==> src/hdl/bfr_pkg.sv <==
// bfr_pkg: shared types, result kind codes and crc helper for the bit-stuffed frame receiver
// no dependencies

package bfr_pkg;

	typedef logic [1:0] kind_t;

	localparam kind_t KIND_BYTE      = 2'd0;
	localparam kind_t KIND_COLLISION = 2'd1;
	localparam kind_t KIND_IDLE      = 2'd2;

	localparam logic [7:0] CRC_POLY = 8'h8C;
	localparam logic [7:0] CRC_INIT = 8'hFF;
	localparam logic [5:0] IDLE_LIMIT_RESET = 6'd32;
	localparam logic [5:0] IDLE_LIMIT_MIN = 6'd8;
	localparam logic [5:0] RUN_RESET = 6'd4;
	localparam logic [5:0] RUN_DATA_MAX = 6'd4;
	localparam logic [5:0] RUN_FRAME_END = 6'd5;
	localparam logic [5:0] RUN_RESYNC = 6'd8;
	localparam logic [5:0] RUN_AFTER_IDLE = 6'd8;
	localparam logic [4:0] HDR_BYTES = 5'd3;
	localparam logic [3:0] LEN_MASK = 4'hF;

	localparam int CFG_AW = 2;
	localparam logic [CFG_AW-1:0] REG_IDLE_LIMIT = 2'd0;

	// reflected crc-8, one byte, bit by bit
	function automatic logic [7:0] crc8_byte(input logic [7:0] crc, input logic [7:0] b);
		logic [7:0] c;
		c = crc ^ b;
		for (int k = 0; k < 8; k++) begin
			if (c[0])
				c = (c >> 1) ^ CRC_POLY;
			else
				c = c >> 1;
		end
		return c;
	endfunction

endpackage

==> src/hdl/bitstuffed_frame_receiver_unit.sv <==
// bitstuffed_frame_receiver_unit: bit-stuffed frame receiver with frame store, crc check
// and result sequencer; depends on bfr_pkg

// One bus sample is taken per transaction. A sample that causes no result leaves the input
// ready, and the next can follow at once. A sample with a collision or idle timeout holds
// the input while the sequencer passes its collision and timeout states. A frame end reads
// byte 1 for the length and, if enough bits came in, walks the frame store once for the crc
// (3+len bytes, one byte per cycle through the single read port of the store); if the crc
// checks, it walks it again to deliver the 2+len message bytes, one per cycle while the
// output is taken. Output stalls hold the sequencer. The output register lets the next
// sample be taken while the last result still waits.

module bitstuffed_frame_receiver_unit #(
	parameter int FRAME_BYTES = 18
) (
	input  logic                        clk,
	input  logic                        arst_n,
	input  logic                        in_valid,
	output logic                        in_ready,
	input  logic                        line_level,
	input  logic                        tx_active,
	input  logic                        tx_level,
	output logic                        out_valid,
	input  logic                        out_ready,
	output logic [1:0]                  kind,
	output logic [7:0]                  data_byte,
	output logic [4:0]                  byte_index,
	output logic                        last,
	input  logic                        psel,
	input  logic                        penable,
	input  logic                        pwrite,
	input  logic [bfr_pkg::CFG_AW-1:0]  paddr,
	input  logic [31:0]                 pwdata,
	output logic [31:0]                 prdata,
	output logic                        pready
);

	localparam int AW = $clog2(FRAME_BYTES);

	localparam logic [2:0] S_IDLE = 3'd0;
	localparam logic [2:0] S_LEN  = 3'd1;
	localparam logic [2:0] S_CRC  = 3'd2;
	localparam logic [2:0] S_COLL = 3'd3;
	localparam logic [2:0] S_BRD  = 3'd4;
	localparam logic [2:0] S_BOUT = 3'd5;
	localparam logic [2:0] S_TOUT = 3'd6;

	logic [2:0] state_q, state_d;

	logic [5:0] idle_limit_q;
	logic [5:0] run_count_q;
	logic       last_level_q;
	logic [7:0] bit_count_q;
	logic [7:0] shift_q;
	logic [7:0] bc_old_q;
	logic       coll_q;
	logic       idle_q;
	logic       msg_ok_q;
	logic [4:0] need_q;
	logic [4:0] idx_q;
	logic [7:0] crc_q;

	logic [7:0] frame_store [FRAME_BYTES];
	logic [7:0] rdata_q;
	logic [AW-1:0] raddr;
	logic       mem_we;

	logic       out_valid_q;
	bfr_pkg::kind_t kind_q;
	logic [7:0] data_q;
	logic [4:0] index_q;
	logic       last_q;

	logic       accept;
	logic       out_free;
	logic [5:0] limit;
	logic       is_data;
	logic       is_end;
	logic       is_resync;
	logic       ev_coll;
	logic       ev_idle;
	logic [7:0] shift_next;
	logic [7:0] bc_next;
	logic [5:0] run_next;
	logic [3:0] len;
	logic [4:0] need;
	logic [7:0] crc_next;
	logic       cfg_wr;

	assign in_ready  = (state_q == S_IDLE);
	assign accept    = in_valid && in_ready;
	assign out_free  = !out_valid_q || out_ready;
	assign out_valid = out_valid_q;
	assign kind      = kind_q;
	assign data_byte = data_q;
	assign byte_index = index_q;
	assign last      = last_q;

	assign pready = 1'b1;
	assign cfg_wr = psel && penable && pwrite && (paddr == bfr_pkg::REG_IDLE_LIMIT);
	assign prdata = (paddr == bfr_pkg::REG_IDLE_LIMIT) ? {26'd0, idle_limit_q} : 32'd0;

	// sample decode
	assign limit = (idle_limit_q < bfr_pkg::IDLE_LIMIT_MIN) ? bfr_pkg::IDLE_LIMIT_MIN
		: idle_limit_q;
	assign is_data   = run_count_q < bfr_pkg::RUN_DATA_MAX;
	assign is_end    = !is_data && line_level && (run_count_q == bfr_pkg::RUN_FRAME_END);
	assign is_resync = !is_data && line_level && (run_count_q == bfr_pkg::RUN_RESYNC);
	assign ev_coll   = tx_active && (line_level != tx_level);
	assign ev_idle   = (line_level == last_level_q) && (run_count_q >= limit);
	assign shift_next = {shift_q[6:0], line_level};
	assign mem_we = accept && is_data && (bit_count_q[2:0] == 3'd7)
		&& ({1'b0, bit_count_q[7:3]} < 6'(FRAME_BYTES));

	always_comb begin
		if (ev_idle)
			bc_next = 8'd0;
		else if (is_end || is_resync)
			bc_next = 8'd0;
		else if (is_data && bit_count_q != 8'hFF)
			bc_next = bit_count_q + 8'd1;
		else
			bc_next = bit_count_q;
	end

	always_comb begin
		if (line_level != last_level_q)
			run_next = 6'd0;
		else if (ev_idle)
			run_next = bfr_pkg::RUN_AFTER_IDLE;
		else
			run_next = run_count_q + 6'd1;
	end

	assign len      = rdata_q[3:0] & bfr_pkg::LEN_MASK;
	assign need     = bfr_pkg::HDR_BYTES + {1'b0, len};
	assign crc_next = bfr_pkg::crc8_byte(crc_q, rdata_q);

	// store read address for the next cycle
	always_comb begin
		unique case (state_q)
			S_IDLE:  raddr = AW'(1);
			S_LEN:   raddr = '0;
			S_CRC:   raddr = AW'(idx_q + 5'd1);
			S_BRD:   raddr = AW'(idx_q);
			S_BOUT:  raddr = out_free ? AW'(idx_q + 5'd1) : AW'(idx_q);
			default: raddr = AW'(idx_q);
		endcase
	end

	always_ff @(posedge clk) begin
		if (mem_we)
			frame_store[AW'(bit_count_q[7:3])] <= shift_next;
		rdata_q <= frame_store[raddr];
	end

	always_comb begin
		state_d = state_q;
		unique case (state_q)
			S_IDLE: begin
				if (accept) begin
					if (is_end)
						state_d = S_LEN;
					else if (ev_coll || ev_idle)
						state_d = S_COLL;
				end
			end
			S_LEN: begin
				if (bc_old_q >= {need, 3'b000})
					state_d = S_CRC;
				else
					state_d = S_COLL;
			end
			S_CRC: begin
				if (idx_q == need_q - 5'd1)
					state_d = S_COLL;
			end
			S_COLL: begin
				if (!coll_q || out_free)
					state_d = msg_ok_q ? S_BRD : S_TOUT;
			end
			S_BRD: state_d = S_BOUT;
			S_BOUT: begin
				if (out_free && idx_q == need_q - 5'd2)
					state_d = S_TOUT;
			end
			S_TOUT: begin
				if (!idle_q || out_free)
					state_d = S_IDLE;
			end
			default: state_d = S_IDLE;
		endcase
	end

	always_ff @(posedge clk or negedge arst_n) begin
		if (!arst_n) begin
			state_q      <= S_IDLE;
			idle_limit_q <= bfr_pkg::IDLE_LIMIT_RESET;
			run_count_q  <= bfr_pkg::RUN_RESET;
			last_level_q <= 1'b1;
			bit_count_q  <= 8'd0;
			shift_q      <= 8'd0;
			out_valid_q  <= 1'b0;
		end else begin
			state_q <= state_d;
			if (cfg_wr)
				idle_limit_q <= pwdata[5:0];
			if (accept) begin
				run_count_q <= run_next;
				last_level_q <= line_level;
				bit_count_q <= bc_next;
				if (is_data)
					shift_q <= shift_next;
			end
			if (out_ready)
				out_valid_q <= 1'b0;
			if ((state_q == S_COLL && coll_q && out_free)
				|| (state_q == S_BOUT && out_free)
				|| (state_q == S_TOUT && idle_q && out_free))
				out_valid_q <= 1'b1;
		end
	end

	// sequencer payload registers
	always_ff @(posedge clk) begin
		if (accept) begin
			coll_q   <= ev_coll;
			idle_q   <= ev_idle;
			msg_ok_q <= 1'b0;
			bc_old_q <= bit_count_q;
		end
		unique case (state_q)
			S_LEN: begin
				need_q <= need;
				idx_q  <= 5'd0;
				crc_q  <= bfr_pkg::CRC_INIT;
			end
			S_CRC: begin
				crc_q <= crc_next;
				if (idx_q == need_q - 5'd1) begin
					msg_ok_q <= (crc_next == 8'd0);
					idx_q    <= 5'd0;
				end else begin
					idx_q <= idx_q + 5'd1;
				end
			end
			S_COLL: begin
				if (coll_q && out_free) begin
					kind_q  <= bfr_pkg::KIND_COLLISION;
					data_q  <= 8'd0;
					index_q <= 5'd0;
					last_q  <= !msg_ok_q && !idle_q;
				end
			end
			S_BOUT: begin
				if (out_free) begin
					kind_q  <= bfr_pkg::KIND_BYTE;
					data_q  <= rdata_q;
					index_q <= idx_q;
					last_q  <= (idx_q == need_q - 5'd2) && !idle_q;
					idx_q   <= idx_q + 5'd1;
				end
			end
			S_TOUT: begin
				if (idle_q && out_free) begin
					kind_q  <= bfr_pkg::KIND_IDLE;
					data_q  <= 8'd0;
					index_q <= 5'd0;
					last_q  <= 1'b1;
				end
			end
			default: begin
			end
		endcase
	end

endmodule
==> config.mk <==
export PLATFORM = sky130hd
export DESIGN_NAME = bitstuffed_frame_receiver_unit
export DESIGN_NICKNAME = d
export VERILOG_FILES = /design/src/hdl/bfr_pkg.sv /design/src/hdl/bitstuffed_frame_receiver_unit.sv
export SDC_FILE = /design/constraint.sdc
export NUM_CORES = 1
export LEC_CHECK = 0
export ABC_AREA = 0
export CAP_MARGIN = 40
export CORE_AREA = 2 2 220 168
export CTS_BUF_LIST = sky130_fd_sc_hd__clkbuf_8
export CTS_CLUSTER_DIAMETER = 50
export DETAILED_ROUTE_END_ITERATION = 8
export DIE_AREA = 0 0 222 170
export DONT_BUFFER_PORTS = 1
export GPL_TIMING_DRIVEN = 0
export PLACE_DENSITY = 0.47
export RECOVER_POWER = 100
export SETUP_SLACK_MARGIN = 0.4
export SLEW_MARGIN = 15
export SYNTH_ARGS = -nofsm -noshare
export SYNTH_HDL_FRONTEND = slang
export SYNTH_SLANG_ARGS = --single-unit
==> constraint.sdc <==
create_clock -name clk -period 5.2 [get_ports clk]
set_clock_uncertainty 0.15 [all_clocks]
set_input_delay 1.3 -clock clk [delete_from_list [all_inputs] [get_ports clk]]
set_output_delay 1.3 -clock clk [all_outputs]
set_load 0.01 [all_outputs]
==> results.yml, run 1 <==
outcome:
  status: "finished, final reports clean"
timing:
  worst_pin_slew_ps: 1310
  setup_viol: 0
  fin_crit_ps: 4420
  tns_ps: 0
  rsz0062_at_grt: "no"
  drv_slew: 0
  finalCritPeriodShare_pct: 85.0
  fmaxAchievable_mhz: 226
  slew_headroom_pct: 12.6
  hold_viol: 0
layout:
  layout_common_cells: "edfxtp_1, nand2_1, inv_1"
  fill_cells: 3543
  fin_util_pct: 33.7
  diodes: 0
  syn_to_final_growth_pct: 13.1
  nets: 963
  drive_above_1_share_pct: 12.9
  final_common_cell: "edfxtp_1"
clock_network:
  cts.root.buffer_cell: "clkbuf_8"
  clock_path_buffers: 3
  clk_latency_ps: 550
  cts_setup_buffers: 0
  cts_tree: "done"
  cts_sinks: 229
  numCtsBuffers: 38
  clkTransAtPathRegs_ps: 60
  htreeDepth: 2
synthesis:
  ys_ff_latch: 229
  postSynthCellCount: 824
  yosysWarnings: 0
  async_reset_ff_share_pct: 14.0
  syn_area_sq_um: 10600
  synth_area_leaders: "edfxtp_1, dfrtp_1, mux2i_1"
  yosysSeqAreaShare_pct: 62.6
  syn_area_per_cell_sq_um: 12.9
  synth-main-ff-cell: "edfxtp_1"
  synth_edf_count: 188
  synth.distinct_cells: 66
  synth_top_cell_area_share_pct: 53.3
  yosys.area.top_type: "edfxtp_1"
floorplan:
  die_h_um: 170
  fp-row-count: 60
  dieArea_sq_um: 37700
  io-pin-count: 95
  core_area_sq_um: 35500
  initial_utilization_pct: 29.8
  die_w_um: 222
route:
  dr_wl_met2_mm: 10.5
  first_pass_iters: 5
  wl_per_cell_um: 18.7
  wl_met1_mm: 13.0
  totalWireLength_mm: 26.0
  highest_layer: "met4"
  wl_met3_mm: 1.95
  ant_nets: 0
  first_iter_violations: 526
  drc: 0
  viasPerCell: 4.81
  num_vias: 6679
critical_path:
  r2r_slack_ps: 780
  startpoint: "state_q[2]"
  arrival_ps: 4410
  cp-endpoint: "frame_store[11][0]"
  r2r-start: "state_q[2]"
  worstSetupPathType: "reg -> reg"
  crit_required_ps: 5200
  reg2reg_to: "frame_store[11][0]"
  r2r_cells: 9
  start_kind: "flip-flop"
  setup.worst_path.end_class: "flip-flop"
  worst-path-max-fanout: 15
global_routing:
  grt_pass1_vias: 6474
  grt_use_total_pct: 13.8
  grt_max_degree: 33
  grt_first_pass_wirelength_mm: 39.4
  grt_overflow: 0
  antenna_found_initial: 0
worst_hold_path:
  hold_class: "in -> async"
placement:
  gp_congestion: 0.819
  place_hpwl_mm: 17.8
  port_buffers: 0
power:
  total_leakage_power_nw: 4.44
  max-vdd-ir-drop_mv: 0.251
  p_per_area_nw_per_um2: 617
job:
  drv_cap: 0
## stage by stage
| step | cell area [sq um] | setup WS [ps] | hold slack (ps) | power [mW] | instances |
|---|---|---|---|---|---|
| 3_5_place_dp | 11400 | 445 | 281 | 6.04 | 1320 |
| 5_1_grt | 12000 | 397 | 249 | 7.84 | 1388 |
| 3_3_place_gp | 11300 | 91.4 | 282 | 6.00 | 1314 |
| 6_report | 12000 | 782 | 294 | 7.39 | 1388 |
| 2_1_floorplan | 10700 | 1550 | 273 | 5.01 | 849 |
| 4_1_cts | 12000 | 423 | 251 | 7.49 | 1385 |
## per-layer routing
layer / up-vias / track usage (%)
li1: 3162 / -
met1: 3255 / 20.5
met2: 209 / 19.4
met3: 53 / 3.64
met4: 0 / 4.38
met5: - / 0
## timing repair
| item | in CTS | in global routing |
|---|---|---|
| endpoints found under the hold margin | 0 | 0 |
| endpoints found under the setup margin | 0 | 76 |
| resized for setup | 0 | 3 |
| hold buffers | 0 | 0 |
## worst min path at each step
stage / from / end / slack [ps]
detailed placement: bit_count_q[3] / bc_old_q[3] / 280
finish: arst_n / shift_q[6] / 290
global placement: bit_count_q[3] / bc_old_q[3] / 280
floorplan: bit_count_q[3] / bc_old_q[3] / 270
CTS: arst_n / idle_limit_q[1] / 250
global route: arst_n / shift_q[4] / 250
## sequential cells by signal (all words and copies together), names as in the netlist, 3 cells and up
register / cells
bit_count_q: 8
crc_q: 8
run_count_q: 6
rdata_q: 8
shift_q: 7
frame_store: 144
bc_old_q: 8
state_q: 3
need_q: 5
idx_q: 5
data_byte: 8
byte_index: 5
idle_limit_q: 6
## worst max-delay path, stage by stage, from the launching register on
cell and delay [ps]:
dfrtp_1 420, clkbuf_1 240, nor3_2 490, nand2_2 320, inv_1 530, nand3_1 200, clkbuf_1 310, nor2_1 280
nand4b_1 310, nor2_1 750
## final cells by class
type                            instances  area [sq um]  share of cell area [%]
Buffer                                 66           390                    3.26
Clock buffer                           41           564                    4.71
Clock inverter                         24          95.1                   0.794
Inverter                               35           131                    1.10
Multi-Input combinational cell        519          3550                    29.6
Sequential cell                       229          6630                    55.4
Tap cell                              465           582                    4.86
Timing Repair Buffer                    9          37.5                   0.313
## cell usage after synthesis (24+ instances only)
| library cell | number |
|---|---|
| mux2i_1 | 46 |
| nor2_1 | 35 |
| edfxtp_1 | 188 |
| clkbuf_1 | 24 |
| nand2_1 | 63 |
| nand4_1 | 26 |
| inv_1 | 35 |
| buf_4 | 30 |
| mux2_2 | 24 |
| o21ai_0 | 25 |
| dfrtp_1 | 29 |
| xnor2_1 | 29 |
| nand3_1 | 24 |
## kinds of logic after synthesis
kind of cell / after synthesis / share of synthesized area (%)
flip-flops: 229 / 62.6
multiplexers: 71 / 7.04
buffers and inverters: 101 / 4.95
AND/OR/NAND/NOR: 239 / 11.6
adder cells (fa/ha/maj): 21 / 2.48
other: 2 / 0.0709
AO/OA/AOI/OAI: 122 / 8.06
XOR/XNOR: 39 / 3.23
## report_power, final
group          switching [mW]  leakage [nW]  internal [mW]  total [mW]
Sequential              0.346          2.20           2.45        2.79
Clock                   0.702         0.382          0.720        1.42
Combinational            1.94          1.85           1.24        3.18
Total                    2.99          4.44           4.40        7.39
(Power assumes the default switching activity.)
==> run 2, diff against run 1 <==
==> constraint.sdc (replaced) <==
create_clock -name clk -period 4.3 [get_ports clk]
set_clock_uncertainty 0.15 [all_clocks]
set_input_delay 1.075 -clock clk [delete_from_list [all_inputs] [get_ports clk]]
set_output_delay 1.075 -clock clk [all_outputs]
set_load 0.01 [all_outputs]
==> run 2 against run 1 <==
  * Setup slack lost 310 ps
  * Die area did not move
  * Clock power increased by 21%
  * Power up 21%
  * Fmax is 15% higher
  * Final area increased by 0.80%
  * Routed wire length rose by 0.23%
  * Critical path type unchanged
  * Highest routed layer unchanged
==> results.yml, run 2 (synthesis results as in run 1) <==
layout:
  drive_above_1_share_pct: 13.9
  layout_common_cells: "edfxtp_1, nand2_1, inv_1"
  largest_register_ffs: 144
  multi_input_area_sq_um: 3560
  nets: 969
  seqCellArea_sq_um: 6630
  fin_util_pct: 34.0
  diodes: 0
  final_common_cell: "edfxtp_1"
  syn_to_final_growth_pct: 14.0
  fill_cells: 3543
floorplan:
  die_w_um: 222
  dieArea_sq_um: 37700
  fp-row-count: 60
  core_area_sq_um: 35500
  initial_utilization_pct: 29.8
  die_h_um: 170
  io-pin-count: 95
job:
  drv_cap: 0
power:
  total_leakage_power_nw: 4.46
  finalPower_mw: 8.94
  p_per_area_nw_per_um2: 740
  max-vdd-ir-drop_mv: 0.304
critical_path:
  r2r-start: "idx_q[0]"
  max_stage_delay_ps: 570
  slowest_stage: "clkbuf_1"
  startpoint: "idx_q[0]"
  worst-path-max-fanout: 10
  worstSetupPathType: "reg -> reg"
  start_kind: "flip-flop"
  path_buf_inv: 2
  arrival_ps: 4080
  crit_chain: "ha_1 > or3b_2 > a21boi_0 > or3_1 > buf_2 > clkbuf_1 > o211ai_1 > nand4_1 > o21ai_0 > o41a_1"
  crit_required_ps: 4550
  path_delay_family: "compound AO/OA/AOI/OAI gates"
  setup.worst_path.end_class: "flip-flop"
timing:
  setup_viol: 0
  fin_crit_ps: 3830
  hold_viol: 0
  tns_ps: 0
  drv_slew: 0
  fmaxAchievable_mhz: 261
  slew_headroom_pct: 12.2
  rsz0062_at_grt: "no"
  worst_pin_slew_ps: 1310
  finalCritPeriodShare_pct: 89.0
clock_network:
  clk_latency_ps: 550
  clock_path_buffers: 3
  clkTransAtPathRegs_ps: 60
  cts.root.buffer_cell: "clkbuf_8"
  htreeDepth: 2
  cts_hold_buf: 0
  numCtsBuffers: 38
  cts_sinks: 229
  cts_tree: "done"
outcome:
  status: "finished, final reports clean"
placement:
  port_buffers: 0
  gp_congestion: 0.819
  place_hpwl_mm: 17.8
route:
  ant_nets: 0
  wl_per_cell_um: 18.7
  totalWireLength_mm: 26.1
  drc: 0
  num_vias: 6708
  viasPerCell: 4.81
  first_pass_iters: 5
  first_iter_violations: 517
global_routing:
  grt_use_total_pct: 13.9
  antenna_found_initial: 0
  grt_first_pass_wirelength_mm: 39.6
  grt_max_degree: 33
  grt_pass1_vias: 6504
  grt_overflow: 0
worst_hold_path:
  hold_class: "in -> async"
==> run 2: final cells by class <==
type,count,area share [%]
Sequential cell,229,54.9
Multi-Input combinational cell,519,29.5
Tap cell,465,4.82
Clock buffer,41,4.67
Buffer,66,3.22
Inverter,35,1.10
Timing Repair Buffer,15,0.995
Clock inverter,24,0.788
==> run 2: final timing paths <==
kind,end,slack (ps),cells past startpoint
setup / recovery,rdata_q[5],470,10
hold / removal,shift_q[5],70,0
setup reg to reg,rdata_q[5],470,10
hold reg to reg,bc_old_q[3],300,0
max in group asynchronous,run_count_q[2],3750,0
min in group clk,bc_old_q[3],300,0
==> run 2: per-stage QoR <==
| step | setup WS, ps | cell area (sq um) | hold WS [ps] | std cells |
|---|---|---|---|---|
| floorplan | 827 | 10700 | 273 | 849 |
| global placement | -809 | 11300 | 282 | 1314 |
| detailed placement | -455 | 11400 | 281 | 1320 |
| CTS | 403 | 12200 | 25.8 | 1390 |
| global route | 265 | 12100 | 23.8 | 1394 |
| finish | 475 | 12100 | 66.5 | 1394 |
==> run 2: worst reg2reg max path, stage by stage (launching register included) <==
cell and delay [ps]:
edfxtp_1 420, ha_1 380, or3b_2 450, a21boi_0 220, or3_1 220, buf_2 300, clkbuf_1 570, o211ai_1 240
nand4_1 170, o21ai_0 190, o41a_1 380
==> run 2: what timing repair did <==
action                                  4_1_cts  5_1_grt
endpoints found under the setup margin      128       96
gates cloned                                  0        0
setup buffers                                 5        4
resized for setup                            17        3
pin swaps                                     4        1
==> run 2: report_power, final <==
| group | switching [mW] | internal (mW) |
|---|---|---|
| combinational | 2.34 | 1.50 |
| sequential | 0.418 | 2.96 |
| clock | 0.854 | 0.870 |
==> run 2: layer usage <==
metal / global-route usage, % / vias up / routed length [um]
li1: - / 3177 / -
met4: 4.35 / 0 / 532
met1: 20.7 / 3263 / 12900
met2: 19.4 / 212 / 10600
met5: 0 / - / 0
met3: 3.64 / 56 / 2030
